**src/rtl/nrs_pkg.sv**
```systemverilog
`timescale 1ns / 1ps
package nrs_pkg;

    localparam int RATE_W        = 10;
    localparam int DEF_MAX_RATES = 16;

    typedef logic [RATE_W-1:0] t_rate;

    // running lower/upper neighbor state of one query
    typedef struct packed {
        logic  exact;
        logic  have_lo;
        t_rate lo;
        logic  have_hi;
        t_rate hi;
    } t_track;

    // pick the nearer neighbor, a tie goes to the higher one
    function automatic t_rate pick_nearest(input t_track trk, input t_rate req);
        t_rate res;
        res = '0;
        if (trk.exact) begin
            res = req;
        end else if (!trk.have_lo) begin
            res = trk.hi;
        end else if (!trk.have_hi) begin
            res = trk.lo;
        end else if ((req - trk.lo) < (trk.hi - req)) begin
            res = trk.lo;
        end else begin
            res = trk.hi;
        end
        return res;
    endfunction

endpackage

```
**src/rtl/nrs_table.sv**
```systemverilog
`timescale 1ns / 1ps
module nrs_table #(
    parameter int DEPTH = nrs_pkg::DEF_MAX_RATES,
    parameter int IDX_W = 4
) (
    input  logic              i_clk,
    input  logic              i_wr_en,
    input  logic [IDX_W-1:0]  i_wr_addr,
    input  nrs_pkg::t_rate    i_wr_data,
    input  logic [IDX_W-1:0]  i_rd_addr,
    output nrs_pkg::t_rate    o_rd_data
);

    nrs_pkg::t_rate r_mem [DEPTH];
    nrs_pkg::t_rate r_rd_data;

    always_ff @(posedge i_clk) begin
        if (i_wr_en) begin
            r_mem[i_wr_addr] <= i_wr_data;
        end
        r_rd_data <= r_mem[i_rd_addr];
    end

    assign o_rd_data = r_rd_data;

endmodule

```
**src/rtl/nrs_track.sv**
```systemverilog
`timescale 1ns / 1ps
module nrs_track (
    input  logic            i_clk,
    input  logic            i_rst_n,
    input  logic            i_clear,
    input  logic            i_en,
    input  nrs_pkg::t_rate  i_value,
    input  nrs_pkg::t_rate  i_req,
    output nrs_pkg::t_track o_track
);

    nrs_pkg::t_track r_trk;
    nrs_pkg::t_track n_trk;

    // one stored entry against the request per cycle while i_en is high
    always_comb begin
        n_trk = r_trk;
        if (i_clear) begin
            n_trk = '0;
        end else if (i_en) begin
            if (i_value == i_req) begin
                n_trk.exact = 1'b1;
            end else if (i_value < i_req) begin
                if (!r_trk.have_lo || (i_value > r_trk.lo)) begin
                    n_trk.lo      = i_value;
                    n_trk.have_lo = 1'b1;
                end
            end else begin
                if (!r_trk.have_hi || (i_value < r_trk.hi)) begin
                    n_trk.hi      = i_value;
                    n_trk.have_hi = 1'b1;
                end
            end
        end
    end

    always_ff @(posedge i_clk) begin
        if (!i_rst_n) begin
            r_trk <= '0;
        end else begin
            r_trk <= n_trk;
        end
    end

    assign o_track = r_trk;

endmodule

```
**src/rtl/nearest_rate_search.sv**
```systemverilog
`timescale 1ns / 1ps
// Nearest rate search: an add transfer (i_mode = 0) stores i_rate_value in
// the next free table slot and gives no result; once MAX_RATES values are
// held further adds are dropped. A query transfer (i_mode = 1) gives one
// result: the stored value nearest to i_rate_value, a tie going to the
// higher value, with o_found = 0 and o_nearest_rate = 0 on an empty table.
// A query reads the table memory one entry per cycle through its single
// read port, and each entry goes through one shared compare unit; the read
// data is registered, and the result is then loaded into the output register.
// On an empty table a query skips the scan. A query also waits at its last
// step for as long as the output register still holds a result that has not
// been taken. o_stall is high while a query runs; a finished result waits in
// the output register, so a new transfer is taken while the result is still
// held.
module nearest_rate_search #(
    parameter int MAX_RATES = nrs_pkg::DEF_MAX_RATES
) (
    input  logic                       i_clk,
    input  logic                       i_rst_n,
    // input channel
    input  logic                       i_valid,
    output logic                       o_stall,
    input  logic                       i_mode,
    input  logic [nrs_pkg::RATE_W-1:0] i_rate_value,
    // result channel
    output logic                       o_valid,
    input  logic                       i_stall,
    output logic [nrs_pkg::RATE_W-1:0] o_nearest_rate,
    output logic                       o_found
);

    // count holds 0..MAX_RATES, index addresses 0..MAX_RATES-1
    localparam int CNT_W = $clog2(MAX_RATES + 1);
    localparam int IDX_W = (MAX_RATES > 1) ? $clog2(MAX_RATES) : 1;

    // sequencer states
    localparam logic [1:0] ST_IDLE  = 2'd0;
    localparam logic [1:0] ST_SCAN  = 2'd1;
    localparam logic [1:0] ST_DRAIN = 2'd2;
    localparam logic [1:0] ST_FIN   = 2'd3;

    logic [1:0]       r_state;
    logic [1:0]       n_state;
    logic [CNT_W-1:0] r_count;
    logic [IDX_W-1:0] r_idx;
    logic [IDX_W-1:0] n_idx;
    logic             r_rd_vld;
    nrs_pkg::t_rate   r_req;

    logic             r_out_valid;
    nrs_pkg::t_rate   r_out_rate;
    logic             r_out_found;

    logic             in_xfer;
    logic             out_xfer;
    logic             add_ok;
    logic             query_go;
    logic             out_load;
    logic             last_issue;
    nrs_pkg::t_rate   rd_data;
    nrs_pkg::t_track  trk;

    // transfers on both channels
    assign o_stall  = (r_state != ST_IDLE);
    assign in_xfer  = i_valid && !o_stall;
    assign out_xfer = r_out_valid && !i_stall;

    // an add is stored only while the table has room
    assign add_ok   = in_xfer && !i_mode && (r_count < CNT_W'(MAX_RATES));
    assign query_go = in_xfer && i_mode;

    // the last stored entry is being read this cycle
    assign last_issue = ((CNT_W'(r_idx) + CNT_W'(1)) == r_count);

    // result moves to the output register once that register is free
    assign out_load = (r_state == ST_FIN) && (!r_out_valid || !i_stall);

    always_comb begin
        n_state = r_state;
        n_idx   = r_idx;
        case (r_state)
            ST_IDLE: begin
                if (query_go) begin
                    n_idx   = '0;
                    // empty table: nothing to scan
                    n_state = (r_count == '0) ? ST_FIN : ST_SCAN;
                end
            end
            ST_SCAN: begin
                n_idx = r_idx + IDX_W'(1);
                if (last_issue) begin
                    n_state = ST_DRAIN;
                end
            end
            ST_DRAIN: begin
                // last entry reaches the compare unit
                n_state = ST_FIN;
            end
            ST_FIN: begin
                if (out_load) begin
                    n_state = ST_IDLE;
                end
            end
            default: begin
                n_state = ST_IDLE;
            end
        endcase
    end

    always_ff @(posedge i_clk) begin
        if (!i_rst_n) begin
            r_state     <= ST_IDLE;
            r_count     <= '0;
            r_idx       <= '0;
            r_rd_vld    <= 1'b0;
            r_out_valid <= 1'b0;
        end else begin
            r_state  <= n_state;
            r_idx    <= n_idx;
            // read data arrives in the cycle after its address
            r_rd_vld <= (r_state == ST_SCAN);
            if (add_ok) begin
                r_count <= r_count + CNT_W'(1);
            end
            if (out_load) begin
                r_out_valid <= 1'b1;
            end else if (out_xfer) begin
                r_out_valid <= 1'b0;
            end
        end
    end

    // payload registers
    always_ff @(posedge i_clk) begin
        if (query_go) begin
            r_req <= i_rate_value;
        end
        if (out_load) begin
            r_out_found <= (r_count != '0);
            r_out_rate  <= (r_count != '0) ? nrs_pkg::pick_nearest(trk, r_req) : '0;
        end
    end

    // rate storage, one write and one registered read per cycle
    nrs_table #(
        .DEPTH (MAX_RATES),
        .IDX_W (IDX_W)
    ) u_table (
        .i_clk     (i_clk),
        .i_wr_en   (add_ok),
        .i_wr_addr (r_count[IDX_W-1:0]),
        .i_wr_data (i_rate_value),
        .i_rd_addr (r_idx),
        .o_rd_data (rd_data)
    );

    // shared compare unit, tracks exact hit and both neighbors
    nrs_track u_track (
        .i_clk   (i_clk),
        .i_rst_n (i_rst_n),
        .i_clear (query_go),
        .i_en    (r_rd_vld),
        .i_value (rd_data),
        .i_req   (r_req),
        .o_track (trk)
    );

    assign o_valid        = r_out_valid;
    assign o_nearest_rate = r_out_rate;
    assign o_found        = r_out_found;

    // fill count never passes the table depth
    a_count_bound: assert property (@(posedge i_clk) disable iff (!i_rst_n)
        r_count <= CNT_W'(MAX_RATES))
        else $error("entry count beyond table depth");

    // a stored add bumps the count by exactly one
    a_count_step: assert property (@(posedge i_clk) disable iff (!i_rst_n)
        add_ok |=> (r_count == $past(r_count) + CNT_W'(1)))
        else $error("entry count did not advance on add");

    // the scan only reads written entries
    a_scan_range: assert property (@(posedge i_clk) disable iff (!i_rst_n)
        (r_state == ST_SCAN) |-> (CNT_W'(r_idx) < r_count))
        else $error("scan index beyond written entries");

    // a miss result carries a zero rate
    a_miss_zero: assert property (@(posedge i_clk) disable iff (!i_rst_n)
        (r_out_valid && !r_out_found) |-> (r_out_rate == '0))
        else $error("miss result with nonzero rate");

    // compare unit is idle outside a scan
    a_rd_vld_scan: assert property (@(posedge i_clk) disable iff (!i_rst_n)
        r_rd_vld |-> ((r_state == ST_SCAN) || (r_state == ST_DRAIN)))
        else $error("read data valid outside scan");

endmodule
```
**config.mk**
```make
export PLATFORM = sky130hd
export DESIGN_NAME = nearest_rate_search
export DESIGN_NICKNAME = d
export VERILOG_FILES = /design/src/rtl/nrs_pkg.sv /design/src/rtl/nrs_table.sv /design/src/rtl/nrs_track.sv /design/src/rtl/nearest_rate_search.sv
export SDC_FILE = /design/constraint.sdc
export NUM_CORES = 1
export LEC_CHECK = 0
export ABC_AREA = 1
export BUFFER_PORTS_ARGS = -buffer_cell sky130_fd_sc_hd__clkbuf_2
export CORE_MARGIN = 2
export CORE_UTILIZATION = 62
export CTS_BUF_LIST = sky130_fd_sc_hd__clkbuf_4 sky130_fd_sc_hd__clkbuf_8
export DETAILED_ROUTE_END_ITERATION = 7
export PLACE_DENSITY_LB_ADDON = 0.3
export SLEW_MARGIN = 5
export SYNTH_ARGS = -nofsm -noshare
export SYNTH_HDL_FRONTEND = slang
export SYNTH_SLANG_ARGS = --single-unit
```
**constraint.sdc**
```tcl
create_clock -name i_clk -period 8.5 [get_ports i_clk]
set_clock_uncertainty 0.2 [all_clocks]
set_input_delay 1.275 -clock i_clk [delete_from_list [all_inputs] [get_ports i_clk]]
set_output_delay 1.275 -clock i_clk [all_outputs]
set_load 0.02 [all_outputs]
```
# [Word level (Yosys, flattened, before mapping)]
# Memory sizes are Yosys's and may differ from the RTL's. A register that Yosys moved wholly into a read port is not among the register bits.
# Cells that the tools add are included.
[op_classes] mux=15 n_bitwise=3 n_addsub=5 n_eq_ne=8 n_lt_le_gt_ge=5 reduce_logical=27
[ops] op="2-to-1 mux 10 bit" count=4
[ops] op="< comparator 10 bit" count=3
[ops] op="subtractor 10 bit" count=2
[ops] op="equality test 10 bit" count=1
[ops] op="> comparator 10 bit" count=1
[ops] op="2-to-1 mux 2 bit" count=4
[ops] op="case mux 2 bit (4 select lines)" count=1
[ops] op="case mux 4 bit (2 select lines)" count=1
[ops] op="AND reduction 4 bit" count=2
[ops] op="logical AND 1 bit" count=6
[ops] op="logical NOT 1 bit" count=6
[ops] op="!= test 2 bit (second input constant)" count=3
[ops] op="nonzero test 2 bit" count=3
[ops] op="adder 4 x 1 -> 5 bit (second input constant)" count=1
[ops] op="adder 5 x 1 -> 5 bit (second input constant)" count=1
[ops] op="equality test 5 bit" count=1
[ops] op="logical NOT 5 bit" count=1
[ops] op="< comparator 5 bit (second input constant)" count=1
[ops] op="nonzero test 5 bit" count=1
[ops] op="adder 4 x 1 -> 4 bit (second input constant)" count=1
[ops] op="equality test 2 bit (second input constant)" count=2
[ops] op="2-to-1 mux 1 bit" count=4
[ops] op="2-to-1 mux 4 bit" count=1
[ops] op="AND reduction 2 bit" count=2
[ops] op="other kinds (6)" count=10
[word_totals] wordCells=77 ramBits=160 memories=1 input_bits=15 out_inout_bits=13 register_bits=57
[mem_list] name="u_table.r_mem" depth=16 word_bits=10 rd=1 rd_clocked_by_memory_dff=1 write_ports=1 line_no="nrs_table.sv:14" rtl="nrs_pkg::t_rate r_mem [DEPTH];"

# [Longest topological paths before layout]
[logic_depth] ltp_word=7 mapped_depth=20

# [Cells and area by module]
# Synthesis repeated with hierarchy kept, for this count alone.
[unflattened] cells_unflattened=1322 area_unflattened_um2=11798.8
[modules_own_cells] module="nrs_table" n_inst=1 area_per_inst_um2=7179.4 cells_each=682
[modules_own_cells] module="nearest_rate_search" n_inst=1 area_per_inst_um2=2805.2 cells_each=369
[modules_own_cells] module="nrs_track" n_inst=1 area_per_inst_um2=1814.2 cells_each=271

# [Least setup slack after synthesis]
# No wires, ideal clock.
[synth_path] path_type="flip-flop to flip-flop" startpoint="register r_req[0]" endpoint="register r_out_rate[0] (netlist: o_nearest_rate[0]) (data pin)" path_buffers=1 stages_incl_launch_ff=20 arrival_ps=2796 required_ps=8051 setup_time_ps=249 slack_ps=5254 period_less_slack_ps=3246 path_cell_list="edfxtp_1 > inv_1 > ha_1 > fa_1 > o21ai_0 > a21oi_1 > o21ai_0 > xor2_1 > inv_1 > ha_1 > nand2_1 > nor2_1 > nand3_1 > nand3_1 > nand2_1 > buf_2 > nand3_1 > nand3_1 > nand2_1 > inv_1"
[synth_via] elab_chain_len=6
[synth_rtl] item="start, declared" line_no="nearest_rate_search.sv:48" rtl="nrs_pkg::t_rate r_req;"
[synth_rtl] item="start signal, assigned" line_no="nearest_rate_search.sv:136" rtl="r_req <= i_rate_value;"
[synth_rtl] item="subtractor 10 bit" line_no="nrs_pkg.sv:28" rtl="end else if ((req - trk.lo) < (trk.hi - req)) begin"
[synth_rtl] item="< comparator 10 bit" line_no="nrs_pkg.sv:28"
[synth_rtl] item="2-to-1 mux 10 bit" line_no="nrs_pkg.sv:28"
[synth_rtl] item="2-to-1 mux 10 bit" line_no="nrs_pkg.sv:26" rtl="end else if (!trk.have_hi) begin"
[synth_rtl] item="2-to-1 mux 10 bit" line_no="nrs_pkg.sv:24" rtl="end else if (!trk.have_lo) begin"
[synth_rtl] item="2-to-1 mux 10 bit *" line_no="nrs_pkg.sv:22" rtl="if (trk.exact) begin"
[synth_rtl] item="end signal, assigned" line_no="nearest_rate_search.sv:140" rtl="r_out_rate <= (r_count != '0) ? nrs_pkg::pick_nearest(trk, r_req) : '0;"
[synth_rtl] item="end, declared" line_no="nearest_rate_search.sv:51" rtl="nrs_pkg::t_rate r_out_rate;"
# Mark *: on every way between the ends. The rest lies on a longest branch, timed or not.
# A chain may end at the register's enable or synchronous reset.

# [Final worst setup path]
[layout_path] startpoint="register r_req[0]" endpoint="register r_out_rate[3] (netlist: o_nearest_rate[3]) (data pin)"
[layout_via] elab_chain_len=6
[layout_rtl] item="subtractor 10 bit" line_no="nrs_pkg.sv:28"
[layout_rtl] item="< comparator 10 bit *" line_no="nrs_pkg.sv:28"
[layout_rtl] item="2-to-1 mux 10 bit *" line_no="nrs_pkg.sv:28"
[layout_rtl] item="2-to-1 mux 10 bit *" line_no="nrs_pkg.sv:26"
[layout_rtl] item="2-to-1 mux 10 bit *" line_no="nrs_pkg.sv:24"
[layout_rtl] item="2-to-1 mux 10 bit *" line_no="nrs_pkg.sv:22"
# Marked as above.

==> results.json <==
{
  "die_area_mm2": 0.0185,
  "worst-setup-path-type": "register to register",
  "p_leak_nw": 4.44,
  "p_total_mw": 2.98,
  "final_cell_mix": "edfxtp_1 (181), nand2_1 (144), nor2_1 (120), inv_1 (93), a21oi_1 (69)",
  "synth.net_count": 1102,
  "grt_antenna_before_repair": 0,
  "crit_path_start_kind": "register",
  "cts_hold_buf": 0,
  "overflow": 0,
  "core.rowCount": 48,
  "wl_um": 23800,
  "intPower_mw": 2.02,
  "path_cells": "inv_1 -> ha_1 -> fa_1 -> o21ai_0 -> a21oi_1 -> o21ai_0 -> xor2_1 -> inv_1 -> ha_1 -> nand2_1 -> nor2_1 -> nand3_1 -> nand3_1 -> nand2_1 -> nand2_1 -> nand2_1 -> nand3_1 -> nand2_1 -> inv_1",
  "viasPerCell": 5.87,
  "post-route-period-util": 0.465,
  "slew_violations": 0,
  "p_switching_mw": 0.964,
  "h-tree-depth": 2,
  "syn_area_mm2": 0.0108,
  "dp.cells": 1234,
  "ios": 28,
  "seqPwrFrac": 0.451,
  "final_util": 0.688,
  "cts-root-buf": "clkbuf_8",
  "start_util": 0.631,
  "status": "complete, no violations",
  "clockPowerShare": 0.307,
  "tritoncts": "done",
  "rsz0062_at_grt": "false",
  "cts_buffers": 37,
  "timing.fmax_ghz": 0.253,
  "ys_ff_latch": 227,
  "synth_cells": 1019,
  "synth.distinct_cells": 32,
  "p_comb_frac": 0.242,
  "ant_nets": 0,
  "hp-class": "register to register",
  "max_cap_viol_count": 0,
  "finalHoldViolCount": 0,
  "fin_area_mm2": 0.0118,
  "port_buffers": 27,
  "placed_area_mm2": 0.0111,
  "final_common_cell": "edfxtp_1",
  "hpwl_um": 15800,
  "crit_path_max_incr_delay_ns": 0.41,
  "cts_sinks": 227,
  "wire_per_inst_um": 18.3,
  "die_y_um": 136,
  "layout-area-overhead-vs-synth_pct": 9.16,
  "path_clk_slew_ns": 0.06,
  "antenna_cells": 0,
  "worstMarginPinSlew_ns": 1.17,
  "cp_common_cell": "nand2_1",
  "grt_pass1_wl_um": 37000,
  "grt_pass1_vias": 7202,
  "final_cells": 1300,
  "p_sw_frac": 0.323,
  "peakVddDrop_mv": 0.182,
  "syn_avg_cell_area_um2": 10.6,
  "drt_iter0_drc": 802,
  "gp_congestion": 0.905,
  "first_pass_iters": 6,
  "num_vias": 7636,
  "arrival_ns": 4.05,
  "fin_setup_tns_ns": 0,
  "clockBufferDepth": 3,
  "drive_gt1_frac": 0.0856,
  "critPathMaxFanout": 11,
  "cpMaxStageDelayCell": "fa_1",
  "post_cts_buffers": 0,
  "final-setup-viol-count": 0,
  "period_needed_ns": 3.95,
  "synth_warnings": 0,
  "p_per_area_mw_per_mm2": 252,
  "grt_usage": 0.259,
  "insertion_delay_ns": 0.56,
  "synth-seq-area-share": 0.587,
  "coreArea_mm2": 0.0172,
  "nets": 1131,
  "cts_resized": 0,
  "die_w_um": 136,
  "relSlewSlack": 0.219,
  "crit_required_ns": 8.60,
  "route.detailed.drc": 0,
  "grt_max_degree": 85,
  "crit_path_end_kind": "register"
}
## flip-flops by register name (all words and copies together), names as in the netlist
signal,flops
o_nearest_rate,10
r_state,2
r_count,5
o_found,1
u_table.o_rd_data,10
o_valid,1
r_rd_vld,1
u_table.r_mem,160
r_req,10
r_idx,4
u_track.o_track,23
## synthesized netlist by cell type
cell type,n,area [µm²]
xnor2_1,8,70.1
buf_4,5,37.5
nor2_1,120,450
nor3_2,1,10.0
clkinv_1,2,7.51
a31oi_1,1,6.26
o32ai_1,7,61.3
o21ai_0,58,290
o22ai_1,3,18.8
o21a_1,3,22.5
a21o_1,2,15.0
xor2_1,11,96.3
fa_1,2,40.0
o211ai_1,15,113
nand4_1,9,56.3
nand3b_1,9,67.6
a211oi_1,1,7.51
edfxtp_1,181,5440
nor3_1,1,5.00
a21oi_1,69,345
inv_2,1,3.75
buf_1,2,7.51
dfxtp_1,46,921
nand3_1,63,315
ha_1,66,826
inv_1,93,349
buf_2,12,60.1
nand2_1,144,541
clkbuf_1,23,86.3
mux2i_1,30,300
o221ai_1,27,236
o21bai_1,4,30.0
## per-layer routing
metal,vias up,track usage,share of wire,wire length [µm]
met2,292,0.434,0.49,11600
met4,0,0.0914,0.027,653
met3,52,0.0477,0.058,1380
met1,3629,0.342,0.43,10200
li1,3663,-,-,-
met5,-,0,0,0
## path summary, 6_finish.rpt
path                             from                   to  slack [ns]  depth (start not counted)
setup / recovery             r_req[0]    o_nearest_rate[3]        4.55                         19
hold / removal    u_track.o_track[13]  u_track.o_track[13]        0.30                          2
setup reg to reg             r_req[0]    o_nearest_rate[3]        4.55                         19
hold reg to reg   u_track.o_track[13]  u_track.o_track[13]        0.30                          2
## worst max-delay path, delay by kind of cell, from the launching register on
kind | cells | cell delay (ns)
XOR/XNOR | 1 | 0.16
AND/OR/NAND/NOR | 9 | 1.23
buffers and inverters | 3 | 0.16
flip-flops | 1 | 0.38
AO/OA/AOI/OAI | 3 | 0.66
adder cells (fa/ha/maj) | 3 | 0.93
## power groups by stage
stage / registers (mW) / clock network, mW / logic, mW
floorplan: 1.33 / 0 / 0.549
global placement: 1.36 / 0 / 0.695
detailed placement: 1.36 / 0 / 0.711
CTS: 1.34 / 0.926 / 0.716
global route: 1.35 / 0.971 / 0.817
finish: 1.34 / 0.916 / 0.720
## cell families (layout without fill, tap and decap cells)
kind of cell | count (synthesis) | in the layout | share of synthesized area
simple gates | 347 | 347 | 0.133
buf+inv | 138 | 194 | 0.0509
mux | 30 | 30 | 0.0277
flops | 227 | 227 | 0.587
fa+ha+maj | 68 | 68 | 0.0799
compound gates | 190 | 190 | 0.106
xor+xnor | 19 | 19 | 0.0154
## area by class of cell
| class | instances | area, µm² |
|---|---|---|
| sequential | 227 | 6360 |
| clock buffer | 49 | 631 |
| inverter | 96 | 360 |
| tap | 225 | 282 |
| clock inverter | 17 | 93.8 |
| multi-input combinational | 654 | 3920 |
| timing repair buffer | 32 | 173 |
| fill | 1260 | 5350 |
## per-stage QoR
step,setup slack [ns],hold WS (ns)
after floorplan,5.25,0.254
after global placement,4.76,0.271
after detailed placement,4.61,0.283
after CTS,4.58,0.291
after global routing,4.26,0.313
final,4.55,0.297
Power figures use the tool's default switching activity.
